==> config.mk <==
export PLATFORM = sky130hd
export DESIGN_NAME = http_request_framer_flat
export DESIGN_NICKNAME = d
export VERILOG_FILES = /design/src/design/hrf_pkg.sv /design/src/design/hrf_if.sv /design/src/design/hrf_parser.sv /design/src/design/http_request_framer.sv /design/src/flat_wrapper.sv
export SDC_FILE = /design/constraint.sdc
export NUM_CORES = 1
export LEC_CHECK = 0
export BUFFER_PORTS_ARGS = -buffer_cell sky130_fd_sc_hd__buf_2
export CAP_MARGIN = 10
export CORE_UTILIZATION = 56
export DETAILED_ROUTE_END_ITERATION = 8
export GPL_ROUTABILITY_DRIVEN = 0
export PLACE_DENSITY_LB_ADDON = 0.15
export SLEW_MARGIN = 15
export SYNTH_ARGS = -nofsm -noshare
export SYNTH_HDL_FRONTEND = slang
export SYNTH_SLANG_ARGS = --single-unit
==> constraint.sdc <==
create_clock -name clock -period 7.2 [get_ports clock]
set_clock_uncertainty 0.2 [all_clocks]
set_input_delay 0.72 -clock clock [delete_from_list [all_inputs] [get_ports clock]]
set_output_delay 0.72 -clock clock [all_outputs]
set_load 0.03 [all_outputs]
==> src/design/hrf_pkg.sv <==
// Shared types, constants and a helper function of the HTTP request framer.
package hrf_pkg;

   // Field widths
   localparam int DATA_W  = 8;
   localparam int LEN_W   = 24;
   localparam int COUNT_W = 32;
   localparam int POS_W   = 5;

   // Characters that the parser looks for
   localparam logic [DATA_W-1:0] CHAR_LF      = 8'h0A;
   localparam logic [DATA_W-1:0] CHAR_CR      = 8'h0D;
   localparam logic [DATA_W-1:0] CHAR_COLON   = 8'h3A;
   localparam logic [DATA_W-1:0] CHAR_PLUS    = 8'h2B;
   localparam logic [DATA_W-1:0] CHAR_MINUS   = 8'h2D;
   localparam logic [DATA_W-1:0] CHAR_SPACE   = 8'h20;
   localparam logic [DATA_W-1:0] CHAR_TAB     = 8'h09;
   localparam logic [DATA_W-1:0] CHAR_VT      = 8'h0B;
   localparam logic [DATA_W-1:0] CHAR_FF      = 8'h0C;
   localparam logic [DATA_W-1:0] CHAR_ZERO    = 8'h30;
   localparam logic [DATA_W-1:0] CHAR_NINE    = 8'h39;
   localparam logic [DATA_W-1:0] CHAR_UPPER_A = 8'h41;
   localparam logic [DATA_W-1:0] CHAR_UPPER_Z = 8'h5A;
   localparam logic [DATA_W-1:0] CASE_OFFSET  = 8'h20;

   // Positions of the header name matcher
   localparam logic [POS_W-1:0] POS_FIRST   = 5'd0;
   localparam logic [POS_W-1:0] NAME_LEN    = 5'd14;
   localparam logic [POS_W-1:0] POS_COLON   = 5'd14;
   localparam logic [POS_W-1:0] POS_SKIP    = 5'd15;
   localparam logic [POS_W-1:0] POS_DIG_POS = 5'd16;
   localparam logic [POS_W-1:0] POS_DIG_NEG = 5'd17;
   localparam logic [POS_W-1:0] POS_IDLE    = 5'd31;

   localparam logic [LEN_W-1:0] LIMIT_RESET = 24'hFFFFFF;

   // Partial header terminator seen so far
   typedef enum logic [2:0] {
      TRK_NONE,
      TRK_CR,
      TRK_CRLF,
      TRK_CRLFCR,
      TRK_LF
   } trk_type;

   typedef enum logic {
      PHASE_HEADERS,
      PHASE_BODY
   } phase_type;

   // One request beat
   typedef struct packed {
      logic [DATA_W-1:0] data_byte;
      logic              new_request;
      logic              end_of_stream;
   } req_item_type;

   // One response beat
   typedef struct packed {
      logic               headers_done;
      logic               request_complete;
      logic [LEN_W-1:0]   body_length;
      logic [COUNT_W-1:0] header_length;
      logic [COUNT_W-1:0] byte_count;
   } rsp_item_type;

   // Lower-case spelling of the Content-Length header name, one letter per position.
   function automatic logic [DATA_W-1:0] name_char(input logic [3:0] idx);
      logic [DATA_W-1:0] ch;
      unique case (idx)
         4'd0:    ch = 8'h63; // c
         4'd1:    ch = 8'h6F; // o
         4'd2:    ch = 8'h6E; // n
         4'd3:    ch = 8'h74; // t
         4'd4:    ch = 8'h65; // e
         4'd5:    ch = 8'h6E; // n
         4'd6:    ch = 8'h74; // t
         4'd7:    ch = 8'h2D; // -
         4'd8:    ch = 8'h6C; // l
         4'd9:    ch = 8'h65; // e
         4'd10:   ch = 8'h6E; // n
         4'd11:   ch = 8'h67; // g
         4'd12:   ch = 8'h74; // t
         4'd13:   ch = 8'h68; // h
         default: ch = 8'h00;
      endcase
      return ch;
   endfunction

endpackage

==> src/design/hrf_if.sv <==
// Valid/ready channel interfaces for request and response beats.
interface hrf_req_if;
   logic                      valid;
   logic                      ready;
   logic [hrf_pkg::DATA_W-1:0] data_byte;
   logic                      new_request;
   logic                      end_of_stream;

   modport source (output valid, output data_byte, output new_request,
                   output end_of_stream, input ready);
   modport sink   (input valid, input data_byte, input new_request,
                   input end_of_stream, output ready);
endinterface

interface hrf_rsp_if;
   logic                        valid;
   logic                        ready;
   logic                        headers_done;
   logic                        request_complete;
   logic [hrf_pkg::LEN_W-1:0]   body_length;
   logic [hrf_pkg::COUNT_W-1:0] header_length;
   logic [hrf_pkg::COUNT_W-1:0] byte_count;

   modport source (output valid, output headers_done, output request_complete,
                   output body_length, output header_length,
                   output byte_count, input ready);
   modport sink   (input valid, input headers_done, input request_complete,
                   input body_length, input header_length,
                   input byte_count, output ready);
endinterface

==> src/design/hrf_parser.sv <==
// Parse state of the framer and its update for one request beat.
module hrf_parser (
   input  logic                          clock,
   input  logic                          reset,
   input  logic                          step,
   input  hrf_pkg::req_item_type         item,
   input  logic [hrf_pkg::LEN_W-1:0]     length_limit,
   output hrf_pkg::rsp_item_type         result
);

   hrf_pkg::phase_type            phase_ff, phase_in, phase_c;
   hrf_pkg::trk_type              trk_ff, trk_in, trk_c;
   logic                          line_start_ff, line_start_in, line_start_c;
   logic [hrf_pkg::POS_W-1:0]     pos_ff, pos_in, pos_c, pos_start;
   logic                          found_ff, found_in, found_c;
   logic [hrf_pkg::LEN_W-1:0]     len_ff, len_in, len_c;
   logic [hrf_pkg::COUNT_W-1:0]   hdr_ff, hdr_in, hdr_c;
   logic [hrf_pkg::COUNT_W-1:0]   rcv_ff, rcv_in, rcv_c;
   logic                          done_ff, done_in, done_c;

   logic [hrf_pkg::DATA_W-1:0]    b, lc;
   logic                          is_digit, is_space;
   logic [3:0]                    dval;
   logic [hrf_pkg::LEN_W+3:0]     acc;
   logic [hrf_pkg::LEN_W-1:0]     acc_clamped;
   logic [hrf_pkg::COUNT_W:0]     need;

   // A new request starts from the cleared state before its byte is taken
   always_comb begin
      if (item.new_request) begin
         phase_c      = hrf_pkg::PHASE_HEADERS;
         trk_c        = hrf_pkg::TRK_NONE;
         line_start_c = 1'b1;
         pos_c        = hrf_pkg::POS_FIRST;
         found_c      = 1'b0;
         len_c        = '0;
         hdr_c        = '0;
         rcv_c        = '0;
         done_c       = 1'b0;
      end else begin
         phase_c      = phase_ff;
         trk_c        = trk_ff;
         line_start_c = line_start_ff;
         pos_c        = pos_ff;
         found_c      = found_ff;
         len_c        = len_ff;
         hdr_c        = hdr_ff;
         rcv_c        = rcv_ff;
         done_c       = done_ff;
      end
   end

   // Byte classification and the decimal accumulator
   always_comb begin
      b        = item.data_byte;
      lc       = (b >= hrf_pkg::CHAR_UPPER_A && b <= hrf_pkg::CHAR_UPPER_Z) ?
                 b + hrf_pkg::CASE_OFFSET : b;
      is_digit = (b >= hrf_pkg::CHAR_ZERO) && (b <= hrf_pkg::CHAR_NINE);
      is_space = (b == hrf_pkg::CHAR_SPACE) || (b == hrf_pkg::CHAR_TAB) ||
                 (b == hrf_pkg::CHAR_VT) || (b == hrf_pkg::CHAR_FF);
      dval     = b[3:0];
      // value * 10 + digit, as two shifted copies and the digit
      acc      = {1'b0, len_c, 3'b000} + {3'b000, len_c, 1'b0} +
                 {{hrf_pkg::LEN_W{1'b0}}, dval};
      acc_clamped = (acc > {4'b0000, length_limit}) ? length_limit :
                    acc[hrf_pkg::LEN_W-1:0];
      // Total byte count needed once the headers are known
      need     = {1'b0, hdr_c} + {{(hrf_pkg::COUNT_W-hrf_pkg::LEN_W+1){1'b0}}, len_c};
   end

   // Next state for the beat
   always_comb begin
      phase_in      = phase_c;
      trk_in        = trk_c;
      line_start_in = line_start_c;
      pos_in        = pos_c;
      found_in      = found_c;
      len_in        = len_c;
      hdr_in        = hdr_c;
      rcv_in        = rcv_c;
      done_in       = done_c;
      pos_start     = line_start_c ? (found_c ? hrf_pkg::POS_IDLE : hrf_pkg::POS_FIRST)
                                   : pos_c;

      if (!done_c) begin
         if (item.end_of_stream) begin
            done_in = 1'b1;
         end else begin
            if (rcv_c != '1) begin
               rcv_in = rcv_c + 1'b1;
            end
            if (phase_c == hrf_pkg::PHASE_HEADERS) begin
               // Header name, colon and value matcher
               priority if (pos_start < hrf_pkg::NAME_LEN) begin
                  pos_in = (lc == hrf_pkg::name_char(pos_start[3:0])) ?
                           pos_start + 1'b1 : hrf_pkg::POS_IDLE;
               end else if (pos_start == hrf_pkg::POS_COLON) begin
                  if (b == hrf_pkg::CHAR_COLON) begin
                     pos_in   = hrf_pkg::POS_SKIP;
                     found_in = 1'b1;
                  end else begin
                     pos_in = hrf_pkg::POS_IDLE;
                  end
               end else if (pos_start == hrf_pkg::POS_SKIP) begin
                  priority if (is_space) begin
                     pos_in = hrf_pkg::POS_SKIP;
                  end else if (b == hrf_pkg::CHAR_PLUS) begin
                     pos_in = hrf_pkg::POS_DIG_POS;
                  end else if (b == hrf_pkg::CHAR_MINUS) begin
                     pos_in = hrf_pkg::POS_DIG_NEG;
                  end else if (is_digit) begin
                     len_in = acc_clamped;
                     pos_in = hrf_pkg::POS_DIG_POS;
                  end else begin
                     pos_in = hrf_pkg::POS_IDLE;
                  end
               end else if (pos_start == hrf_pkg::POS_DIG_POS) begin
                  if (is_digit) begin
                     len_in = acc_clamped;
                     pos_in = pos_start;
                  end else begin
                     pos_in = hrf_pkg::POS_IDLE;
                  end
               end else if (pos_start == hrf_pkg::POS_DIG_NEG) begin
                  // Any nonzero digit of a negative value saturates
                  if (is_digit) begin
                     if (dval != 4'd0) begin
                        len_in = length_limit;
                     end
                     pos_in = pos_start;
                  end else begin
                     pos_in = hrf_pkg::POS_IDLE;
                  end
               end else begin
                  pos_in = hrf_pkg::POS_IDLE;
               end

               // A line starts after CR LF only
               line_start_in = (b == hrf_pkg::CHAR_LF) &&
                               (trk_c == hrf_pkg::TRK_CR || trk_c == hrf_pkg::TRK_CRLFCR);

               // Terminator tracking; LF never changes the length value
               if (b == hrf_pkg::CHAR_LF) begin
                  if (trk_c == hrf_pkg::TRK_CRLFCR || trk_c == hrf_pkg::TRK_CRLF ||
                      trk_c == hrf_pkg::TRK_LF) begin
                     trk_in   = hrf_pkg::TRK_NONE;
                     phase_in = hrf_pkg::PHASE_BODY;
                     hdr_in   = rcv_in;
                     if (len_c == '0) begin
                        done_in = 1'b1;
                     end
                  end else if (trk_c == hrf_pkg::TRK_CR) begin
                     trk_in = hrf_pkg::TRK_CRLF;
                  end else begin
                     trk_in = hrf_pkg::TRK_LF;
                  end
               end else if (b == hrf_pkg::CHAR_CR) begin
                  trk_in = (trk_c == hrf_pkg::TRK_CRLF) ? hrf_pkg::TRK_CRLFCR
                                                        : hrf_pkg::TRK_CR;
               end else begin
                  trk_in = hrf_pkg::TRK_NONE;
               end
            end else begin
               // Body bytes are only counted and checked against the total byte count needed
               if ({1'b0, rcv_in} >= need) begin
                  done_in = 1'b1;
               end
            end
         end
      end
   end

   // State registers, updated once per beat
   always_ff @(posedge clock) begin
      if (reset) begin
         phase_ff      <= hrf_pkg::PHASE_HEADERS;
         trk_ff        <= hrf_pkg::TRK_NONE;
         line_start_ff <= 1'b1;
         pos_ff        <= hrf_pkg::POS_FIRST;
         found_ff      <= 1'b0;
         len_ff        <= '0;
         hdr_ff        <= '0;
         rcv_ff        <= '0;
         done_ff       <= 1'b0;
      end else if (step) begin
         phase_ff      <= phase_in;
         trk_ff        <= trk_in;
         line_start_ff <= line_start_in;
         pos_ff        <= pos_in;
         found_ff      <= found_in;
         len_ff        <= len_in;
         hdr_ff        <= hdr_in;
         rcv_ff        <= rcv_in;
         done_ff       <= done_in;
      end
   end

   // Result of the beat is the state it leaves behind
   always_comb begin
      result.headers_done     = (phase_in == hrf_pkg::PHASE_BODY);
      result.request_complete = done_in;
      result.body_length      = len_in;
      result.header_length    = hdr_in;
      result.byte_count       = rcv_in;
   end

   // The terminator tracker is idle throughout the body.
   a_body_trk_idle: assert property (@(posedge clock) disable iff (reset)
      (phase_ff == hrf_pkg::PHASE_BODY) |-> (trk_ff == hrf_pkg::TRK_NONE))
      else $error("terminator tracker active after headers");

   // A header length is recorded exactly when the headers are done.
   a_hdr_phase: assert property (@(posedge clock) disable iff (reset)
      (phase_ff == hrf_pkg::PHASE_BODY) == (hdr_ff != '0))
      else $error("header length out of step with phase");

   // A nonzero length can only come after a matched header name and colon.
   a_len_found: assert property (@(posedge clock) disable iff (reset)
      (len_ff != '0) |-> found_ff)
      else $error("content length without header");

   // A completed request stops counting until the next request starts.
   a_done_holds: assert property (@(posedge clock) disable iff (reset)
      (step && done_ff && !item.new_request) |=> ($stable(rcv_ff) && done_ff))
      else $error("completed request changed");

endmodule

==> src/design/http_request_framer.sv <==
// Top level of the HTTP request framer: beat registers, limit register and parser.
//
// The framer takes one request byte per beat and returns one response beat for
// each, at a sustained rate of one beat per clock cycle while the response side
// does not stall. A beat is captured in an input register; the parser then
// updates its state from it while the response is loaded into an output
// register, which offers it on rsp_bus. When the response side stalls, the
// input register holds one further beat before req_bus.ready falls. No clearing
// pass is needed after reset. csr_write_data sets the Content-Length ceiling
// and should be written only while no beat is in flight.
module http_request_framer (
   input  logic                      clock,
   input  logic                      reset,
   hrf_req_if.sink                   req_bus,
   hrf_rsp_if.source                 rsp_bus,
   input  logic                      csr_write_enable,
   input  logic [hrf_pkg::LEN_W-1:0] csr_write_data
);

   logic                      in_valid_ff, in_valid_in;
   hrf_pkg::req_item_type     in_item_ff, in_item_in;
   logic                      out_valid_ff, out_valid_in;
   hrf_pkg::rsp_item_type     out_item_ff, out_item_in;
   logic [hrf_pkg::LEN_W-1:0] limit_ff, limit_in;
   hrf_pkg::rsp_item_type     result;
   logic                      advance, step;

   // Pipeline flow control
   always_comb begin
      advance       = !out_valid_ff || rsp_bus.ready;
      step          = in_valid_ff && advance;
      req_bus.ready = !in_valid_ff || advance;
      in_valid_in   = req_bus.ready ? req_bus.valid : in_valid_ff;
      in_item_in    = in_item_ff;
      if (req_bus.ready && req_bus.valid) begin
         in_item_in.data_byte     = req_bus.data_byte;
         in_item_in.new_request   = req_bus.new_request;
         in_item_in.end_of_stream = req_bus.end_of_stream;
      end
      out_valid_in  = advance ? in_valid_ff : out_valid_ff;
      out_item_in   = step ? result : out_item_ff;
      limit_in      = csr_write_enable ? csr_write_data : limit_ff;
   end

   // Control registers
   always_ff @(posedge clock) begin
      if (reset) begin
         in_valid_ff  <= 1'b0;
         out_valid_ff <= 1'b0;
         limit_ff     <= hrf_pkg::LIMIT_RESET;
      end else begin
         in_valid_ff  <= in_valid_in;
         out_valid_ff <= out_valid_in;
         limit_ff     <= limit_in;
      end
   end

   // Payload registers
   always_ff @(posedge clock) begin
      in_item_ff  <= in_item_in;
      out_item_ff <= out_item_in;
   end

   hrf_parser u_parser (
      .clock        (clock),
      .reset        (reset),
      .step         (step),
      .item         (in_item_ff),
      .length_limit (limit_ff),
      .result       (result)
   );

   // Response beat
   always_comb begin
      rsp_bus.valid            = out_valid_ff;
      rsp_bus.headers_done     = out_item_ff.headers_done;
      rsp_bus.request_complete = out_item_ff.request_complete;
      rsp_bus.body_length      = out_item_ff.body_length;
      rsp_bus.header_length    = out_item_ff.header_length;
      rsp_bus.byte_count       = out_item_ff.byte_count;
   end

endmodule

==> src/flat_wrapper.sv <==
// flat-port wrapper written by rule: the top's interface ports become plain ports
module http_request_framer_flat 
  (clock, reset, csr_write_enable, csr_write_data, req_bus_valid, req_bus_data_byte, req_bus_new_request, req_bus_end_of_stream, req_bus_ready, rsp_bus_valid, rsp_bus_headers_done, rsp_bus_request_complete, rsp_bus_body_length, rsp_bus_header_length, rsp_bus_byte_count, rsp_bus_ready);
  hrf_req_if req_bus_i ();
  hrf_rsp_if rsp_bus_i ();
  input  logic clock;
  input  logic reset;
  input  logic csr_write_enable;
  input  logic [hrf_pkg::LEN_W-1:0] csr_write_data;
  input wire logic [$bits(req_bus_i.valid)-1:0] req_bus_valid;
  input wire logic [$bits(req_bus_i.data_byte)-1:0] req_bus_data_byte;
  input wire logic [$bits(req_bus_i.new_request)-1:0] req_bus_new_request;
  input wire logic [$bits(req_bus_i.end_of_stream)-1:0] req_bus_end_of_stream;
  output wire logic [$bits(req_bus_i.ready)-1:0] req_bus_ready;
  output wire logic [$bits(rsp_bus_i.valid)-1:0] rsp_bus_valid;
  output wire logic [$bits(rsp_bus_i.headers_done)-1:0] rsp_bus_headers_done;
  output wire logic [$bits(rsp_bus_i.request_complete)-1:0] rsp_bus_request_complete;
  output wire logic [$bits(rsp_bus_i.body_length)-1:0] rsp_bus_body_length;
  output wire logic [$bits(rsp_bus_i.header_length)-1:0] rsp_bus_header_length;
  output wire logic [$bits(rsp_bus_i.byte_count)-1:0] rsp_bus_byte_count;
  input wire logic [$bits(rsp_bus_i.ready)-1:0] rsp_bus_ready;
  assign req_bus_i.valid = req_bus_valid;
  assign req_bus_i.data_byte = req_bus_data_byte;
  assign req_bus_i.new_request = req_bus_new_request;
  assign req_bus_i.end_of_stream = req_bus_end_of_stream;
  assign req_bus_ready = req_bus_i.ready;
  assign rsp_bus_valid = rsp_bus_i.valid;
  assign rsp_bus_headers_done = rsp_bus_i.headers_done;
  assign rsp_bus_request_complete = rsp_bus_i.request_complete;
  assign rsp_bus_body_length = rsp_bus_i.body_length;
  assign rsp_bus_header_length = rsp_bus_i.header_length;
  assign rsp_bus_byte_count = rsp_bus_i.byte_count;
  assign rsp_bus_i.ready = rsp_bus_ready;
  http_request_framer u_core (.clock(clock), .reset(reset), .req_bus(req_bus_i), .rsp_bus(rsp_bus_i), .csr_write_enable(csr_write_enable), .csr_write_data(csr_write_data));
endmodule
==> results of run 1 <==
==> worst min-delay path by stage <==
stage | depth (start not counted) | slack (ps) | to
finish | 1 | 140 | u_core.in_item_ff[3]
global route | 1 | 130 | u_core.in_item_ff[3]
CTS | 1 | 130 | u_core.in_item_ff[3]
detailed placement | 2 | 240 | u_core.u_parser.hdr_ff[5]
global placement | 2 | 240 | u_core.u_parser.hdr_ff[5]
floorplan | 2 | 230 | u_core.u_parser.hdr_ff[10]
==> cells by family after synthesis <==
| kind of cell | Yosys count |
|---|---|
| flops | 226 |
| mux | 34 |
| xor+xnor | 100 |
| simple gates | 739 |
| buf+inv | 175 |
| fa+ha+maj | 139 |
| compound gates | 563 |
==> metal layers <==
layer / up-vias / track usage, % / share of wire (%)
met4: 0 / 17.3 / 5.2
li1: 7365 / - / -
met3: 189 / 6.05 / 11
met2: 976 / 53.7 / 44
met1: 7472 / 46.3 / 40
met5: - / 0 / 0
==> power by group <==
group	total, uW	internal, uW	switching, uW
logic	383	116	267
clock network	1350	787	560
registers	1430	1380	40.9
total	3160	2290	868
==> layout by cell type, fill, tap and decap left out, types with 24 or more instances in the layout <==
master     instances
edfxtp_1         100
dfxtp_1          126
nand4_1           29
xnor2_1           60
nor3_1            43
a211oi_1          24
xor2_1            40
nand3_1           44
clkbuf_16         26
inv_1             70
a22oi_1           33
a31oi_1           25
o211ai_1          32
nor2b_1           63
a21o_1            42
buf_2            130
nor2_1           199
ha_1             137
buf_4             24
a21oi_1          164
o21ai_0          106
nand2_1          233
==> cell usage after synthesis, drive strengths merged (16+ instances only) <==
cell type / number
nor3: 47
edfxtp: 100
a21oi: 167
nand4: 30
nor2: 202
nor2b: 64
clkbuf: 71
and3: 16
o211ai: 32
a31oi: 25
o21ai: 119
ha: 137
mux2i: 19
xnor2: 60
a21o: 42
xor2: 40
a22o: 20
nand3: 44
nand2: 234
dfxtp: 126
inv: 71
a22oi: 33
nor4: 22
buf: 33
nand2b: 24
a211oi: 26
==> stage by stage <==
stage / hold slack [ps] / cells / power (uW) / worst slack (ps)
final: 136 / 2459 / 3160 / 335
after global routing: 130 / 2459 / 3240 / 24.7
after CTS: 129 / 2459 / 3150 / 515
after detailed placement: 243 / 2411 / 1820 / 508
after global placement: 239 / 2411 / 1820 / 594
after floorplan: 232 / 1976 / 1700 / 400
==> registers in the layout, summed over array words and instances, names as in the netlist <==
name,cells
u_core.rsp_bus.valid,1
u_core.in_valid_ff,1
u_core.u_parser.found_ff,1
u_core.u_parser.hdr_ff,32
u_core.u_parser.trk_ff,3
u_core.u_parser.len_ff,24
u_core.limit_ff,24
u_core.rsp_bus.byte_count,32
u_core.rsp_bus.body_length,24
u_core.u_parser.done_ff,1
u_core.u_parser.rcv_ff,32
u_core.u_parser.pos_ff,5
u_core.rsp_bus.request_complete,1
u_core.rsp_bus.header_length,32
u_core.in_item_ff,10
u_core.u_parser.line_start_ff,1
u_core.u_parser.phase_ff,1
u_core.rsp_bus.headers_done,1
==> critical path: stages, from the launching register on <==
cell,delay (ps)
edfxtp_1,440
buf_12,250
nor2b_1,560
ha_1,350
ha_1,360
a21oi_1,290
nand2_1,110
o21ai_0,310
nand2_1,170
a21o_1,200
a21oi_1,180
xnor2_1,150
ha_1,310
nand4_1,200
nor4_1,430
nand2_1,80
a211oi_1,410
o2111ai_4,580
buf_4,410
mux2_2,280
a21oi_1,180
nand2_1,80
==> layout make-up <==
| type | instances | area, sq um | share of cell area (%) |
|---|---|---|---|
| Multi-Input combinational cell | 1575 | 10200 | 56.1 |
| Inverter | 71 | 272 | 1.49 |
| Tap cell | 384 | 480 | 2.63 |
| Clock buffer | 34 | 731 | 4.01 |
| Sequential cell | 226 | 5530 | 30.3 |
| Clock inverter | 14 | 140 | 0.768 |
| Timing Repair Buffer | 155 | 851 | 4.66 |
==> summary.txt, run 1 <==
Vias in the first global route = 14862
Tcrit/Tclk final = 95.4%
RSZ-0062 raised after global routing = no
CP Class = flip-flop to flip-flop
Yosys top cell by area = edfxtp_1
TritonRoute pass-1 iters = 9
CORE AREA = 0.0288 sq mm
Ys flop type = dfxtp_1
CTS sink cnt = 226
Register area share after synthesis = 33.6%
Synth Area in Simple Gates = 21.4%
Post-synthesis compound-gate area fraction = 22.5%
FP Rows = 62
DRT antenna net count = 0
Number of CTS-inserted buffers = 26
Post-DP Area = 0.0174 sq mm
Sum of negative setup slack = 0 ps
PD cells = 173 mW/mm^2
Post-synthesis register bit count = 226
Die Y = 173 microns
R2r setup slk = 330 ps
Final worst path period need = 6870 ps
Antenna cells = 0
Largest net degree at the start of global routing = 91
Initial antenna violation count = 1
First-pass GRT wire length = 82600 microns
NumNets Final = 2233
Die width = 173 microns
Grt ovf = 0
Worst reg2reg startpoint = u_core.in_item_ff[1]
Hold Crit Start = req_bus_data_byte[1]
Status = complete, no violations
H-tree levels = 1
Avg Inst Size Synth = 8.33 sq um
Post_cts resized = 0
CP endpoint kind = flip-flop
Slew @ Worst Pin = 1200 ps
Crit-path max FO = 89
CTS max path bufs = 3
Setup Buffers After CTS = 0
Number of flops mapped to enable cells by yosys = 100
Xor-xnor portion of the synthesized cell area = 5.32%
Final count of hold timing violations = 0
Adder-Cell Fraction of Synth Area = 10.7%
Final design instance area without fill = 0.0182 sq mm
Layout cells sized above 1 = 12.1%
Layout area overhead = 10.8%
GRT Total Usage = 34.6%
Max VDD drop = 0.176 mV
Iteration-0 DRC Markers = 2106
Port Buffers = 130
Final design utilization = 63.4%
CP Launch Point = u_core.in_item_ff[1]
Startpoint Class = flip-flop
Worst Path Arrival = 6960 ps
Worst R2R End = u_core.rsp_bus.body_length[12]
IO Count = 131
# setup viols final = 0
Synthesized Nets = 2154
Final number of max-transition violations = 0
Yosys top cell area share = 18.2%
Initial Util = 57.2%
Post-synthesis cell count = 1976
Req. time, crit path = 7300 ps
TritonCTS clock tree = built
Fillers = 2487
Max frequency = 146 MHz
Hold crit path type = primary input to flip-flop
DP Wirelength = 39700 microns
Mapped cell area = 0.0165 sq mm
Mux share of post-synthesis cell area = 2.18%
Distinct cells, synth = 93
Slew headroom = 19.9%
YS warnings = 0
Die area = 0.0301 sq mm
Worst reg2reg path depth = 21
WL/cell = 21.7 microns
LEAKAGE = 0.00760 uW
Clock Latency Late Sink = 560 ps
Final wirelength = 53300 microns
Vias post-DR = 16002
Worst-path clk slew = 60 ps
Max-Cap Viols = 0
Clock tree root buffer cell = clkbuf_16
Main area contributors after synthesis = edfxtp_1 18%, dfxtp_1 15%, ha_1 10%
Hold-fix buffers, CTS = 0
Via density = 6.51
Largest family of logic cells by synthesized area = compound AO/OA/AOI/OAI gates
Synth async-reset ratio = 0%
CP endpoint = u_core.rsp_bus.body_length[12]
DRC violations left = 0
(Power assumes the default switching activity.)
==> inputs of run 2 (changes only) <==
Settings changed: MAX_ROUTING_LAYER set to met4.
==> run 2 against run 1 <==
Compared with the run above:
- clock-buffer cell count is the same
- die area is the same
- sequential power barely moved
- register-to-register slack about the same
- final cell count barely moved
- flip-flop and latch count stayed put
- critical path type unchanged
- design area hardly changed
- hold slack gained 1.1 ps
- non-clock buffer count unchanged
==> summary.txt, run 2 (synthesized netlist as in run 1, its figures left out) <==
Die width = 173 microns (unchanged)
Via density = 6.49 (-0.20%)
Worst hold path depth = 1 (unchanged)
Hold Crit Start = req_bus_data_byte[1]
Post_cts resized = 0 (unchanged)
Worst reg2reg path depth = 21 (unchanged)
Final count of hold timing violations = 0 (unchanged)
Tcrit/Tclk final = 95.2% (-0.18 points)
Max-Cap Viols = 0 (unchanged)
Crit-path max FO = 89 (unchanged)
Final worst path period need = 6850 ps (-13.3 ps)
DRT antenna net count = 0 (unchanged)
Startpoint Class = flip-flop
Met1 wire length = 21900 microns (+2.0%)
Post-DP Area = 0.0174 sq mm (unchanged)
Max frequency = 146 MHz (+0.19%)
Worst reg2reg startpoint = u_core.in_item_ff[1]
LEAKAGE = 0.00760 uW (about the same)
Worst-path clk slew = 60 ps (about the same)
WL/cell = 21.6 microns (-0.45%)
Worst Hold Path EP = u_core.in_item_ff[3]
Slew @ Worst Pin = 1160 ps (-38.5 ps)
DRC violations left = 0 (unchanged)
Area of the multi-input gates = 0.0102 sq mm (unchanged)
WP buf/inv = 2 (unchanged)
GRT Total Usage = 35.6% (+1.0 points)
Worst Path Arrival = 6950 ps (about the same)
Fillers = 2486 (-0.040%)
Die Y = 173 microns (unchanged)
CORE AREA = 0.0288 sq mm (unchanged)
Crit-path cells = buf_12 > nor2b_1 > ha_1 > ha_1 > a21oi_1 > nand2_1 > o21ai_0 > nand2_1 > a21o_1 > a21oi_1 > xnor2_1 > ha_1 > nand4_1 > nor4_1 > nand2_1 > a211oi_1 > o2111ai_4 > buf_4 > mux2_2 > a21oi_1 > nand2_1
Final design instance area without fill = 0.0182 sq mm (about the same)
Vias in the first global route = 14867 (+0.034%)
CTS max path bufs = 3 (unchanged)
DP Wirelength = 39700 microns (unchanged)
Sum of negative setup slack = 0 ps (unchanged)
R2r setup slk = 350 ps (about the same)
Grt ovf = 0 (unchanged)
Final wirelength = 53100 microns (-0.37%)
H-tree levels = 1 (unchanged)
# setup viols final = 0 (unchanged)
Largest net degree at the start of global routing = 91 (unchanged)
Sequential cell area = 0.00553 sq mm (unchanged)
Clock tree root buffer cell = clkbuf_16
Setup Buffers After CTS = 0 (unchanged)
IO Count = 131 (unchanged)
Initial antenna violation count = 2 (+1)
Worst path slowest cell = nor2b_1
Top sig layer = met4
NumNets Final = 2233 (unchanged)
Final number of max-transition violations = 0 (unchanged)
Hold-fix buffers, CTS = 0 (unchanged)
Cell class contributing the biggest share of worst-path delay = compound AO/OA/AOI/OAI gates
Commonest non-fill, non-tap cells in the layout = 233 x nand2_1, 199 x nor2_1, 164 x a21oi_1
CP endpoint kind = flip-flop
PD cells = 173 mW/mm^2 (about the same)
Clock Latency Late Sink = 560 ps (about the same)
Vias post-DR = 15983 (-0.12%)
Hold crit path type = primary input to flip-flop
Slew headroom = 22.5% (+2.6 points)
Initial Util = 57.2% (unchanged)
Iteration-0 DRC Markers = 2094 (-0.57%)
Most frequent CP cell = nand2_1
Worst R2R End = u_core.rsp_bus.body_length[12]
Layout cells sized above 1 = 12.1% (unchanged)
First-pass GRT wire length = 82400 microns (-0.13%)
Most common cell after layout, fill and taps aside = nand2_1
Met3 WL = 5250 microns (-10%)
Die area = 0.0301 sq mm (unchanged)
TritonRoute pass-1 iters = 7 (-2)
CTS sink cnt = 226 (unchanged)
Port Buffers = 130 (unchanged)
Largest stage delay, worst path = 600 ps (+20 ps)
Max VDD drop = 0.176 mV (+0.13%)
Met2 wire length = 23000 microns (-1.0%)
Number of CTS-inserted buffers = 26 (unchanged)
CP Class = flip-flop to flip-flop
FP Rows = 62 (unchanged)
TritonCTS clock tree = built
Layout area overhead = 10.8% (about the same)
Status = complete, no violations
Req. time, crit path = 7300 ps (about the same)
RSZ-0062 raised after global routing = no
## run 2: cell count changes in the layout (fill, tap and decap cells not counted), sizes merged
cell | before | now
diode | 0 | 2
## run 2: worst reg2reg max path: cells and delay by family, from the launching register on
family          cells  cell delay, ps
buf+inv             2             670
mux                 1             280
simple gates        7            1700
fa+ha+maj           3            1040
flops               1             440
compound gates      7            2150
xor+xnor            1             150
## run 2: layout make-up
type / instances / share of cell area (%)
inverters: 71 / 1.49
repair buffers: 155 / 4.66
multi-input cells: 1575 / 56.1
well taps: 384 / 2.63
clock inverters: 14 / 0.768
clock buffers: 34 / 4.00
diodes: 2 / 0.0274
flip-flops and latches: 226 / 30.3
## run 2: metal layers
| layer | GRT usage, % | up-vias |
|---|---|---|
| met5 | - | - |
| met4 | 17.6 | 0 |
| met3 | 5.77 | 215 |
| met2 | 53.6 | 919 |
| met1 | 46.5 | 7478 |
| li1 | - | 7371 |
## run 2: worst max path at each step
stage,slack (ps),cells after the start,to,start
floorplan,400,29,u_core.rsp_bus.body_length[18],u_core.in_item_ff[1]
finish,350,21,u_core.rsp_bus.body_length[12],u_core.in_item_ff[1]
global route,30,21,u_core.rsp_bus.body_length[12],u_core.in_item_ff[1]
CTS,520,21,u_core.rsp_bus.body_length[12],u_core.in_item_ff[1]
detailed placement,510,21,u_core.rsp_bus.body_length[12],u_core.in_item_ff[1]
global placement,590,21,u_core.rsp_bus.body_length[12],u_core.in_item_ff[1]
## run 2: per-stage QoR
stage / hold WS [ps] / cells / utilization, % / setup WS [ps] / total power [uW]
after floorplan: 232 / 1976 / - / 400 / 1700
after global placement: 239 / 2411 / 60.3 / 594 / 1820
after detailed placement: 243 / 2411 / 60.3 / 508 / 1820
after CTS: 129 / 2459 / 63.4 / 515 / 3150
after global routing: 130 / 2461 / 63.4 / 26.2 / 3240
final: 138 / 2461 / 63.4 / 348 / 3150
## run 2: power breakdown
| group | switching (uW) | internal (uW) | leakage, uW |
|---|---|---|---|
| clock | 559 | 787 | 0.000424 |
| combinational | 267 | 117 | 0.00521 |
| sequential | 40.5 | 1380 | 0.00196 |
